## config.mk

```make
export PLATFORM = sky130hd
export DESIGN_NAME = crc_checked_nonce_page_assembler
export DESIGN_NICKNAME = d
export VERILOG_FILES = /design/src/rtl/cnpa_pkg.sv /design/src/rtl/cnpa_ctrl.sv /design/src/rtl/cnpa_dp.sv /design/src/rtl/crc_checked_nonce_page_assembler.sv
export SDC_FILE = /design/constraint.sdc
export NUM_CORES = 2
export LEC_CHECK = 0
export BUFFER_PORTS_ARGS = -buffer_cell sky130_fd_sc_hd__buf_2
export CAP_MARGIN = 40
export CORE_UTILIZATION = 29
export DETAILED_ROUTE_END_ITERATION = 16
export PLACE_DENSITY_LB_ADDON = 0.2
export SETUP_SLACK_MARGIN = 0.1
export SYNTH_ARGS = -nofsm -noshare
export SYNTH_HDL_FRONTEND = slang
export SYNTH_HIERARCHICAL = 1
export SYNTH_SLANG_ARGS = --single-unit
```

## constraint.sdc

```tcl
create_clock -name clk -period 5.45 [get_ports clk]
set_clock_uncertainty 0.15 [all_clocks]
set_input_delay 0.8175 -clock clk [delete_from_list [all_inputs] [get_ports clk]]
set_output_delay 0.8175 -clock clk [all_outputs]
set_load 0.01 [all_outputs]
```

## src/rtl/cnpa_pkg.sv

```systemverilog
// Shared types, constants and the CRC step function for the nonce page assembler.
package cnpa_pkg;

    // Default sizing of the nonce store and pages
    localparam int NONCE_BYTES_DEF      = 256;
    localparam int PAGE_BYTES_DEF       = 56;
    localparam int NONCE_PAGE_COUNT_DEF = 5;

    // Report framing
    localparam logic [6:0] REPORT_LEN    = 7'd63;
    localparam logic [6:0] CRC_COVER     = 7'd59;
    localparam logic [6:0] PAYLOAD_OFF   = 7'd3;
    localparam int         STAGE_DEPTH   = 56;
    localparam int         LAST_PAGE_LEN = 32;

    // Copy counter and offset arithmetic widths
    localparam int CNT_W = 6;
    localparam int OFF_W = 16;

    // CRC-32, reflected form
    localparam logic [31:0] CRC_POLY   = 32'hEDB88320;
    localparam logic [31:0] CRC_INIT   = 32'hFFFFFFFF;
    localparam logic [7:0]  SEED_RESET = 8'hF0;

    // Configuration register indexes
    localparam int         CFG_IDX_W   = 1;
    localparam logic [0:0] REG_ENABLED = 1'd0;
    localparam logic [0:0] REG_SEED    = 1'd1;

    // Result status codes
    localparam logic [2:0] ST_OK       = 3'd0;
    localparam logic [2:0] ST_BAD_CRC  = 3'd1;
    localparam logic [2:0] ST_RANGE    = 3'd2;
    localparam logic [2:0] ST_ID       = 3'd3;
    localparam logic [2:0] ST_SHORT    = 3'd4;
    localparam logic [2:0] ST_DISABLED = 3'd5;
    localparam logic [2:0] ST_READ     = 3'd6;

    // Nonce phase codes
    localparam logic [1:0] PH_IDLE     = 2'd0;
    localparam logic [1:0] PH_RECV     = 2'd1;
    localparam logic [1:0] PH_COMPLETE = 2'd2;

    typedef struct packed {
        logic       op;
        logic [7:0] data_byte;
        logic       end_of_report;
        logic [7:0] read_index;
    } in_item_t;

    typedef struct packed {
        logic [2:0] status;
        logic [7:0] read_data;
        logic [7:0] report_page;
        logic [7:0] current_id;
        logic [1:0] phase;
        logic       nonce_complete;
    } out_item_t;

    // Controller to datapath
    typedef struct packed {
        logic byte_en;
        logic rd_en;
        logic eval_en;
        logic clr_en;
        logic copy_en;
        logic load_read;
        logic load_report;
    } cmd_t;

    // Datapath to controller
    typedef struct packed {
        logic clear_needed;
        logic copy_needed;
        logic clr_last;
        logic copy_done;
    } stat_t;

    function automatic logic [31:0] crc_fold(input logic [31:0] crc_in, input logic [7:0] b);
        logic [31:0] c;
        c = crc_in ^ {24'd0, b};
        for (int k = 0; k < 8; k++)
        begin
            c = (c >> 1) ^ (c[0] ? CRC_POLY : 32'd0);
        end
        return c;
    endfunction

endpackage

```

## src/rtl/cnpa_ctrl.sv

```systemverilog
// Controller state machine: sequences byte intake, reads, checks, clear sweep, copy and result.
module cnpa_ctrl
(
    input  logic           clk,
    input  logic           rst_n,
    input  logic           in_valid,
    output logic           in_ready,
    input  logic           in_op,
    input  logic           in_eor,
    output logic           out_valid,
    input  logic           out_ready,
    input  cnpa_pkg::stat_t stat,
    output cnpa_pkg::cmd_t  cmd
);

    localparam logic [2:0] S_BOOT   = 3'd0;
    localparam logic [2:0] S_IDLE   = 3'd1;
    localparam logic [2:0] S_RDWAIT = 3'd2;
    localparam logic [2:0] S_EVAL   = 3'd3;
    localparam logic [2:0] S_CLEAR  = 3'd4;
    localparam logic [2:0] S_COPY   = 3'd5;
    localparam logic [2:0] S_RESULT = 3'd6;

    logic [2:0] state_reg;
    logic [2:0] state_next;
    logic       out_valid_reg;
    logic       out_valid_next;
    logic       accept;
    logic       slot_free;

    assign in_ready  = (state_reg == S_IDLE);
    assign accept    = in_valid && in_ready;
    assign slot_free = !out_valid_reg || out_ready;
    assign out_valid = out_valid_reg;

    always_comb
    begin
        cmd         = '0;
        cmd.byte_en = accept && !in_op;
        cmd.rd_en   = accept && in_op;
        state_next  = state_reg;
        case (state_reg)
            S_BOOT:
            begin
                cmd.clr_en = 1'b1;
                if (stat.clr_last)
                begin
                    state_next = S_IDLE;
                end
            end
            S_IDLE:
            begin
                if (accept)
                begin
                    if (in_op)
                    begin
                        state_next = S_RDWAIT;
                    end
                    else if (in_eor)
                    begin
                        state_next = S_EVAL;
                    end
                end
            end
            S_RDWAIT:
            begin
                if (slot_free)
                begin
                    cmd.load_read = 1'b1;
                    state_next    = S_IDLE;
                end
            end
            S_EVAL:
            begin
                cmd.eval_en = 1'b1;
                if (stat.clear_needed)
                begin
                    state_next = S_CLEAR;
                end
                else if (stat.copy_needed)
                begin
                    state_next = S_COPY;
                end
                else
                begin
                    state_next = S_RESULT;
                end
            end
            S_CLEAR:
            begin
                cmd.clr_en = 1'b1;
                if (stat.clr_last)
                begin
                    state_next = S_COPY;
                end
            end
            S_COPY:
            begin
                cmd.copy_en = 1'b1;
                if (stat.copy_done)
                begin
                    state_next = S_RESULT;
                end
            end
            S_RESULT:
            begin
                if (slot_free)
                begin
                    cmd.load_report = 1'b1;
                    state_next      = S_IDLE;
                end
            end
            default:
            begin
                state_next = S_IDLE;
            end
        endcase
    end

    // Hold the result until the transfer completes; a new load replaces it
    always_comb
    begin
        if (cmd.load_read || cmd.load_report)
        begin
            out_valid_next = 1'b1;
        end
        else if (out_ready)
        begin
            out_valid_next = 1'b0;
        end
        else
        begin
            out_valid_next = out_valid_reg;
        end
    end

    always_ff @(posedge clk or negedge rst_n)
    begin
        if (!rst_n)
        begin
            state_reg     <= S_BOOT;
            out_valid_reg <= 1'b0;
        end
        else
        begin
            state_reg     <= state_next;
            out_valid_reg <= out_valid_next;
        end
    end

endmodule

```

## src/rtl/cnpa_dp.sv

```systemverilog
// Datapath: CRC, report header and staging memory, checks, nonce store and result register.
module cnpa_dp
#(
    parameter int NONCE_BYTES      = cnpa_pkg::NONCE_BYTES_DEF,
    parameter int PAGE_BYTES       = cnpa_pkg::PAGE_BYTES_DEF,
    parameter int NONCE_PAGE_COUNT = cnpa_pkg::NONCE_PAGE_COUNT_DEF
)
(
    input  logic                           clk,
    input  logic                           rst_n,
    input  logic                           cfg_we,
    input  logic [cnpa_pkg::CFG_IDX_W-1:0] cfg_index,
    input  logic [7:0]                     cfg_data,
    input  cnpa_pkg::in_item_t             in_data,
    input  cnpa_pkg::cmd_t                 cmd,
    output cnpa_pkg::stat_t                stat,
    output cnpa_pkg::out_item_t            out_data
);

    localparam int ADDR_W = $clog2(NONCE_BYTES);
    localparam int CNT_W  = cnpa_pkg::CNT_W;
    localparam int OFF_W  = cnpa_pkg::OFF_W;

    // Configuration
    logic        enabled_reg;
    logic [31:0] seed_crc_reg;

    // Report intake
    logic [6:0]  pos_reg;
    logic [31:0] crc_reg;
    logic [31:0] rcv_crc_reg;
    logic [7:0]  hdr_id_reg;
    logic [7:0]  hdr_page_reg;
    logic        short_reg;

    // Nonce state
    logic [7:0]  latched_id_reg;
    logic [1:0]  phase_reg;
    logic [2:0]  status_reg;
    logic        done_reg;

    // Copy and clear sequencing
    logic [ADDR_W-1:0] offset_reg;
    logic [CNT_W-1:0]  len_reg;
    logic [CNT_W-1:0]  cp_cnt_reg;
    logic [CNT_W-1:0]  cp_idx_reg;
    logic              cp_vld_reg;
    logic [ADDR_W-1:0] clr_cnt_reg;

    // Memory read data
    logic [7:0] rd_q_reg;
    logic       rd_oob_reg;
    logic [7:0] stage_q_reg;

    cnpa_pkg::out_item_t out_reg;

    logic [7:0] staging_mem [0:cnpa_pkg::STAGE_DEPTH-1];
    logic [7:0] nonce_mem   [0:NONCE_BYTES-1];

    // Byte intake next values
    logic        in_frame;
    logic [31:0] crc_base;
    logic [31:0] crc_next;
    logic [31:0] rcv_base;
    logic [31:0] rcv_next;
    logic [1:0]  crc_lane;
    logic [7:0]  hdr_id_next;
    logic [7:0]  hdr_page_next;
    logic [6:0]  pos_adv;
    logic        stage_we;
    logic [5:0]  stage_waddr;

    // Checks
    logic        crc_ok;
    logic        page_ok;
    logic        page_zero;
    logic        page_last;
    logic        id_ok;
    logic [2:0]  chk_code;
    logic        pass;
    logic [OFF_W-1:0] off_full;
    logic [OFF_W-1:0] len_raw;
    logic [OFF_W-1:0] len_clip;
    logic [OFF_W-1:0] nb_ext;

    // Store port
    logic              cp_rd;
    logic              mem_we;
    logic [ADDR_W-1:0] mem_waddr;
    logic [7:0]        mem_wdata;
    logic [ADDR_W-1:0] rd_addr;
    logic              rd_oob;

    assign in_frame    = pos_reg < cnpa_pkg::REPORT_LEN;
    assign crc_base    = (pos_reg == 7'd0) ? seed_crc_reg : crc_reg;
    assign crc_next    = (pos_reg < cnpa_pkg::CRC_COVER)
                         ? cnpa_pkg::crc_fold(crc_base, in_data.data_byte) : crc_base;
    assign rcv_base    = (pos_reg == 7'd0) ? 32'd0 : rcv_crc_reg;
    assign crc_lane    = 2'(pos_reg - cnpa_pkg::CRC_COVER);
    assign rcv_next    = (in_frame && pos_reg >= cnpa_pkg::CRC_COVER)
                         ? (rcv_base | ({24'd0, in_data.data_byte} << {crc_lane, 3'b000}))
                         : rcv_base;
    assign hdr_id_next = (pos_reg == 7'd0) ? in_data.data_byte : hdr_id_reg;
    assign pos_adv     = in_frame ? (pos_reg + 7'd1) : pos_reg;

    always_comb
    begin
        if (pos_reg == 7'd0)
        begin
            hdr_page_next = 8'd0;
        end
        else if (pos_reg == 7'd1)
        begin
            hdr_page_next = in_data.data_byte;
        end
        else
        begin
            hdr_page_next = hdr_page_reg;
        end
    end

    assign stage_we    = cmd.byte_en && pos_reg >= cnpa_pkg::PAYLOAD_OFF
                         && pos_reg < cnpa_pkg::CRC_COVER;
    assign stage_waddr = 6'(pos_reg - cnpa_pkg::PAYLOAD_OFF);

    // Report checks, in priority order
    assign crc_ok    = (crc_reg ^ cnpa_pkg::CRC_INIT) == rcv_crc_reg;
    assign page_ok   = hdr_page_reg < 8'(NONCE_PAGE_COUNT);
    assign page_zero = hdr_page_reg == 8'd0;
    assign page_last = hdr_page_reg == 8'(NONCE_PAGE_COUNT - 1);
    assign id_ok     = hdr_id_reg == latched_id_reg;

    always_comb
    begin
        if (!enabled_reg)
        begin
            chk_code = cnpa_pkg::ST_DISABLED;
        end
        else if (short_reg)
        begin
            chk_code = cnpa_pkg::ST_SHORT;
        end
        else if (!page_ok)
        begin
            chk_code = cnpa_pkg::ST_RANGE;
        end
        else if (!crc_ok)
        begin
            chk_code = cnpa_pkg::ST_BAD_CRC;
        end
        else if (!page_zero && !id_ok)
        begin
            chk_code = cnpa_pkg::ST_ID;
        end
        else
        begin
            chk_code = cnpa_pkg::ST_OK;
        end
    end

    assign pass = (chk_code == cnpa_pkg::ST_OK);

    // Page offset and copy length, clipped to the store
    assign off_full = OFF_W'(hdr_page_reg) * OFF_W'(PAGE_BYTES);
    assign len_raw  = page_last ? OFF_W'(cnpa_pkg::LAST_PAGE_LEN) : OFF_W'(PAGE_BYTES);
    assign nb_ext   = OFF_W'(NONCE_BYTES);

    always_comb
    begin
        if (off_full >= nb_ext)
        begin
            len_clip = '0;
        end
        else if (off_full + len_raw > nb_ext)
        begin
            len_clip = nb_ext - off_full;
        end
        else
        begin
            len_clip = len_raw;
        end
    end

    assign cp_rd = cmd.copy_en && (cp_cnt_reg < len_reg);

    assign stat.clear_needed = pass && page_zero;
    assign stat.copy_needed  = pass;
    assign stat.clr_last     = clr_cnt_reg == ADDR_W'(NONCE_BYTES - 1);
    assign stat.copy_done    = !cp_rd && !cp_vld_reg;

    // Single write port of the store: clear sweep or page copy
    always_comb
    begin
        mem_we    = 1'b0;
        mem_waddr = clr_cnt_reg;
        mem_wdata = 8'd0;
        if (cmd.clr_en)
        begin
            mem_we = 1'b1;
        end
        else if (cmd.copy_en && cp_vld_reg)
        begin
            mem_we    = 1'b1;
            mem_waddr = offset_reg + ADDR_W'(cp_idx_reg);
            mem_wdata = stage_q_reg;
        end
    end

    assign rd_addr = ADDR_W'(in_data.read_index);
    assign rd_oob  = 32'(in_data.read_index) >= NONCE_BYTES;

    always_ff @(posedge clk)
    begin
        if (stage_we)
        begin
            staging_mem[stage_waddr] <= in_data.data_byte;
        end
        if (cp_rd)
        begin
            stage_q_reg <= staging_mem[cp_cnt_reg];
        end
    end

    always_ff @(posedge clk)
    begin
        if (mem_we)
        begin
            nonce_mem[mem_waddr] <= mem_wdata;
        end
        if (cmd.rd_en)
        begin
            rd_q_reg   <= nonce_mem[rd_addr];
            rd_oob_reg <= rd_oob;
        end
    end

    // Payload registers
    always_ff @(posedge clk)
    begin
        if (cmd.byte_en)
        begin
            crc_reg      <= crc_next;
            rcv_crc_reg  <= rcv_next;
            hdr_id_reg   <= hdr_id_next;
            hdr_page_reg <= hdr_page_next;
            short_reg    <= pos_adv < cnpa_pkg::REPORT_LEN;
        end
        if (cmd.eval_en)
        begin
            status_reg <= chk_code;
            done_reg   <= pass && page_last;
            offset_reg <= ADDR_W'(off_full);
            len_reg    <= CNT_W'(len_clip);
            cp_idx_reg <= '0;
        end
        else if (cmd.copy_en)
        begin
            cp_idx_reg <= cp_cnt_reg;
        end
        if (cmd.load_read)
        begin
            out_reg.status         <= cnpa_pkg::ST_READ;
            out_reg.read_data      <= rd_oob_reg ? 8'd0 : rd_q_reg;
            out_reg.report_page    <= 8'd0;
            out_reg.current_id     <= latched_id_reg;
            out_reg.phase          <= phase_reg;
            out_reg.nonce_complete <= 1'b0;
        end
        else if (cmd.load_report)
        begin
            out_reg.status         <= status_reg;
            out_reg.read_data      <= 8'd0;
            out_reg.report_page    <= hdr_page_reg;
            out_reg.current_id     <= latched_id_reg;
            out_reg.phase          <= phase_reg;
            out_reg.nonce_complete <= done_reg;
        end
    end

    // Control registers
    always_ff @(posedge clk or negedge rst_n)
    begin
        if (!rst_n)
        begin
            enabled_reg    <= 1'b0;
            seed_crc_reg   <= cnpa_pkg::crc_fold(cnpa_pkg::CRC_INIT, cnpa_pkg::SEED_RESET);
            pos_reg        <= 7'd0;
            latched_id_reg <= 8'd0;
            phase_reg      <= cnpa_pkg::PH_IDLE;
            cp_cnt_reg     <= '0;
            cp_vld_reg     <= 1'b0;
            clr_cnt_reg    <= '0;
        end
        else
        begin
            if (cfg_we)
            begin
                case (cfg_index)
                    cnpa_pkg::REG_ENABLED: enabled_reg <= cfg_data[0];
                    cnpa_pkg::REG_SEED:
                        seed_crc_reg <= cnpa_pkg::crc_fold(cnpa_pkg::CRC_INIT, cfg_data);
                    default: ;
                endcase
            end
            if (cmd.byte_en)
            begin
                pos_reg <= in_data.end_of_report ? 7'd0 : pos_adv;
            end
            if (cmd.eval_en)
            begin
                cp_cnt_reg <= '0;
                cp_vld_reg <= 1'b0;
                if (pass && page_zero)
                begin
                    latched_id_reg <= hdr_id_reg;
                    phase_reg      <= cnpa_pkg::PH_RECV;
                end
                // Last page overrides, also when it is page zero
                if (pass && page_last)
                begin
                    phase_reg <= cnpa_pkg::PH_COMPLETE;
                end
            end
            else if (cmd.copy_en)
            begin
                cp_cnt_reg <= cp_cnt_reg + CNT_W'(cp_rd);
                cp_vld_reg <= cp_rd;
            end
            if (cmd.clr_en)
            begin
                clr_cnt_reg <= stat.clr_last ? '0 : clr_cnt_reg + ADDR_W'(1);
            end
        end
    end

    assign out_data = out_reg;

endmodule

```

## src/rtl/crc_checked_nonce_page_assembler.sv

```systemverilog
// Top level of the CRC-checked nonce page assembler: controller, datapath and checks.
//
//  channel | signals                          | moves
//  --------+----------------------------------+-----------------------------------------
//  in      | in_valid, in_ready, in_data      | report byte or nonce read request
//  out     | out_valid, out_ready, out_data   | report verdict or nonce read reply
//  cfg     | cfg_we, cfg_index, cfg_data      | register write, no wait
//
// A report byte without end mark keeps the input ready. A read registers the store byte,
// then loads its reply into the output register once it is free. A report end runs the checks,
// a clear sweep of the store on a good page zero, then on a good page the copy through the
// one write port of the nonce store (filling the staging read register, then seeing the
// pipeline empty), then the result. A clearing pass after reset precedes the first transfer.
// A result waiting in the output register does not block bytes; the next result waits for it.
module crc_checked_nonce_page_assembler
#(
    parameter int NONCE_BYTES      = cnpa_pkg::NONCE_BYTES_DEF,
    parameter int PAGE_BYTES       = cnpa_pkg::PAGE_BYTES_DEF,
    parameter int NONCE_PAGE_COUNT = cnpa_pkg::NONCE_PAGE_COUNT_DEF
)
(
    input  logic                           clk,
    input  logic                           rst_n,
    input  logic                           cfg_we,
    input  logic [cnpa_pkg::CFG_IDX_W-1:0] cfg_index,
    input  logic [7:0]                     cfg_data,
    input  logic                           in_valid,
    output logic                           in_ready,
    input  cnpa_pkg::in_item_t             in_data,
    output logic                           out_valid,
    input  logic                           out_ready,
    output cnpa_pkg::out_item_t            out_data
);

    cnpa_pkg::cmd_t  cmd;
    cnpa_pkg::stat_t stat;

    cnpa_ctrl u_ctrl
    (
        .clk       (clk),
        .rst_n     (rst_n),
        .in_valid  (in_valid),
        .in_ready  (in_ready),
        .in_op     (in_data.op),
        .in_eor    (in_data.end_of_report),
        .out_valid (out_valid),
        .out_ready (out_ready),
        .stat      (stat),
        .cmd       (cmd)
    );

    cnpa_dp
    #(
        .NONCE_BYTES      (NONCE_BYTES),
        .PAGE_BYTES       (PAGE_BYTES),
        .NONCE_PAGE_COUNT (NONCE_PAGE_COUNT)
    )
    u_dp
    (
        .clk       (clk),
        .rst_n     (rst_n),
        .cfg_we    (cfg_we),
        .cfg_index (cfg_index),
        .cfg_data  (cfg_data),
        .in_data   (in_data),
        .cmd       (cmd),
        .stat      (stat),
        .out_data  (out_data)
    );

`ifndef NO_ASSERTIONS
    a_one_cmd: assert property (@(posedge clk) disable iff (!rst_n)
        $onehot0({cmd.byte_en | cmd.rd_en, cmd.eval_en, cmd.clr_en, cmd.copy_en}))
        else $error("more than one datapath command active");

    a_no_sweep_when_ready: assert property (@(posedge clk) disable iff (!rst_n)
        in_ready |-> !cmd.clr_en && !cmd.copy_en)
        else $error("store sweep or copy while accepting input");

    a_complete_is_ok: assert property (@(posedge clk) disable iff (!rst_n)
        out_valid && out_data.nonce_complete
        |-> out_data.status == cnpa_pkg::ST_OK && out_data.phase == cnpa_pkg::PH_COMPLETE)
        else $error("nonce complete flagged without accepted last page");

    a_read_reply_fields: assert property (@(posedge clk) disable iff (!rst_n)
        out_valid && out_data.status == cnpa_pkg::ST_READ
        |-> out_data.report_page == 8'd0 && !out_data.nonce_complete)
        else $error("read reply carries report fields");
`endif

endmodule
```

==> run metrics <==
status completed; syn_area_per_cell 20.50 um2; Post-synth EDFFs 2,623; Worst Path Required 5.81 ns; share of the synthesized area in the top cell type 0.7271; Largest regs u_dp/nonce_mem: 2048 flops, u_dp/staging_mem: 448 flops; share of synthesized registers carrying an async set or reset 0.02474; min-delay src in_data[10]; max_slew headroom 0.3113; RSZ-0062 raised after global routing yes; share of cells above drive strength 1 0.2876; PwrDens 339.0 nW/um2; CTS tree built; Std-Cell Rows 224; CTS root buffer clkbuf_16; CTS Buf Count 297; reg-to-reg critical path startpoint u_ctrl/state_reg[1]$_DFFE_PN0P_; placed inst area 117,700 um2; max frequency 196.5 MHz; DRT iter0 DRCs 4,937; shortest period the worst path allows 5.089 ns; P&R area growth vs syn 17.15%; Vias/cell 4.886; Design Area, Final 126,900 um2; final WL 300.2 mm; most frequent cell after synthesis edfxtp_1; DR vias 53,660; post-DP HPWL 190.2 mm; Max FO, Critical Path 19; CTS clk-pin slew, worst paths 0.05 ns; critical path's slowest cell nor2_1; antenna violations before repair 12; crit start category flop; Syn Inst Count 5,284; CP endpoint kind flop; Final ANT Viol Nets 0; Final setup violation count 0; period utilization 0.9337; Synth cell types 75; FILL cells 35,010; later-pin clock latency in the skew report 0.89 ns; Max Slew Vio Count 0; synthesized flop and latch total 2,708; # clock sinks 2,708; Tightest Hold Check Type primary input to flop; crit path launch u_ctrl/state_reg[1]$_DFFE_PN0P_; final-report hold violation count 0; commonest cells in the netlist edfxtp_1, mux4_2, nor2_1; critical path cell sequence and2b_2 > and2_2 > nand3b_1 > o21ai_0 > nor2b_1 > nand2_1 > nor2_1; critical path type flop to flop; Top Ports 64; largest net degree at the start of global routing 147; syn nets 5,356; Tot Pwr 43,020 uW; crit path DAT 5.45 ns; WL/cell 27.34 um; Max VDD drop 0.2089 mV; pre-CTS setup slack 0.3360 ns; largest area contributor in the netlist edfxtp_1; Die Width 613.2 um; max-cap violation count 0; grt ovf 0; GPL Wtd Cong 0.7781; largest cells by area after synthesis edfxtp_1, mux4_2, nor2_1; clock tree buffer depth 4; setup bufs post-CTS 0; fin worst setup slack 0.3613 ns; DIE HEIGHT 613.2 um; post-synthesis sequential area ratio 0.7460; max incr delay on CP 0.83 ns; max reg flops 2,048; leak pwr 0.03452 uW; Netlist Area Pre-Place 108,300 um2; Residual DRC 0; port buffer count 63; CP bufs+invs 0; number of H-tree levels 5; first-pass GRT wire length 427.2 mm; full die area 376,000 um2; Starting Density 0.2913; Overall Global Routing Usage 0.1580; CORE AREA 371,900 um2; Largest Register u_dp/nonce_mem; Yosys Warn Count 6; Primary FF master, synth edfxtp_1; Worst-Margin Slew 1.024 ns; first drt pass iteration count 5; Largest delay share family, worst path simple AND/OR/NAND/NOR gates; Final #Nets 5,849; number of global-route vias before repair 55,810
-- logic make-up (layout without fill, tap and decap cells) --
kind of cell             count (synthesis)  after routing  share of synthesized area
AO/OA/AOI/OAI                          325            325                    0.02255
multiplexers                           877            877                     0.1653
adder cells (fa/ha/maj)                 40             40                   0.005244
AND/OR/NAND/NOR                        827            827                    0.03397
other                                    0              1                          0
flip-flops                            2708           2708                     0.7460
XOR/XNOR                               159            159                    0.01346
buffers and inverters                  348           1072                    0.01341
-- cell usage in the layout (no fill, tap or decap), drive strengths merged, types with 10 or more instances in the layout --
master  instances
nor2          407
clkbuf        377
mux2           28
and3           12
bufinv         15
mux4          727
a21oi          66
o22ai          17
xnor2          88
nand2b         10
edfxtp       2623
xor2           68
a22oi          16
buf           500
mux2i         122
a221oi         10
nand4          24
dfrtp          55
and2           39
a22o           44
dfstp          12
dfxtp          18
a31oi          27
a211oi         35
nor2b          56
nand3          37
clkinv        111
o21ai          49
ha             31
nand2         195
inv            58
nor3           10
-- cell type report --
| cell class | count | area, um2 | area share |
|---|---|---|---|
| Antenna cell | 1 | 2.502 | 0.00001972 |
| Clock buffer | 377 | 7880 | 0.06209 |
| Clock inverter | 153 | 1281 | 0.01010 |
| Inverter | 40 | 157.7 | 0.001242 |
| Multi-Input combinational cell | 2228 | 26180 | 0.2063 |
| Sequential cell | 2708 | 80830 | 0.6369 |
| Tap cell | 4972 | 6221 | 0.04902 |
| Timing Repair Buffer | 502 | 4358 | 0.03434 |
-- what timing repair did --
action | CTS | global route
endpoints found under the setup margin | 0 | 31
hold endpoints to repair | 23 | 0
hold buffers | 1 | 0
resized for setup | 0 | 1
-- worst register-to-register path, delay by kind of cell (launching register included) --
| kind | cells | cell delay (ns) |
|---|---|---|
| AND/OR/NAND/NOR | 6 | 3.47 |
| flip-flops | 1 | 0.48 |
| AO/OA/AOI/OAI | 1 | 0.62 |
-- final timing paths --
check / to / slack, ns / depth (start not counted)
worst max-delay path: u_dp/nonce_mem[253][5]$_DFFE_PP_ / 0.36 / 7
worst min-delay path: u_dp/hdr_id_reg[1]$_DFFE_PP_ / 0.08 / 1
worst max register to register: u_dp/nonce_mem[253][5]$_DFFE_PP_ / 0.36 / 7
worst min register to register: u_dp/seed_crc_reg[26]$_DFFE_PN0P_ / 0.33 / 2
max in group asynchronous: u_dp/cp_cnt_reg[0]$_DFFE_PN0P_ / 3.92 / 3
min in group asynchronous: u_dp/phase_reg[0]$_DFFE_PN0P_ / 0.22 / 2
-- metrics by stage --
step	TNS, ns	utilization	hold WS (ns)	cells
floorplan	-117.55	-	0.2826	5284
global placement	0	0.3145	0.3198	10370
detailed placement	0	0.3165	0.3009	10450
CTS	0	0.3411	0.01400	10980
global route	0	0.3412	0.04780	10980
finish	0	0.3412	0.08084	10980
-- report_power, final --
group	total (uW)	switching [uW]	internal [uW]
Combinational	1140	733	407
Sequential	22600	40.7	22600
Clock	19200	8260	11000
-- metal layers --
metal  share of wire  track usage  up-vias  wire length [um]
met5        0.000063            0        -                19
li1                -            -    22640                 -
met1            0.44       0.2218    29130            133300
met3           0.059      0.02999      368             17790
met2            0.47       0.2522     1519            141600
met4           0.025      0.03949        4              7401
No activity file was read; power rests on OpenSTA's default activity.
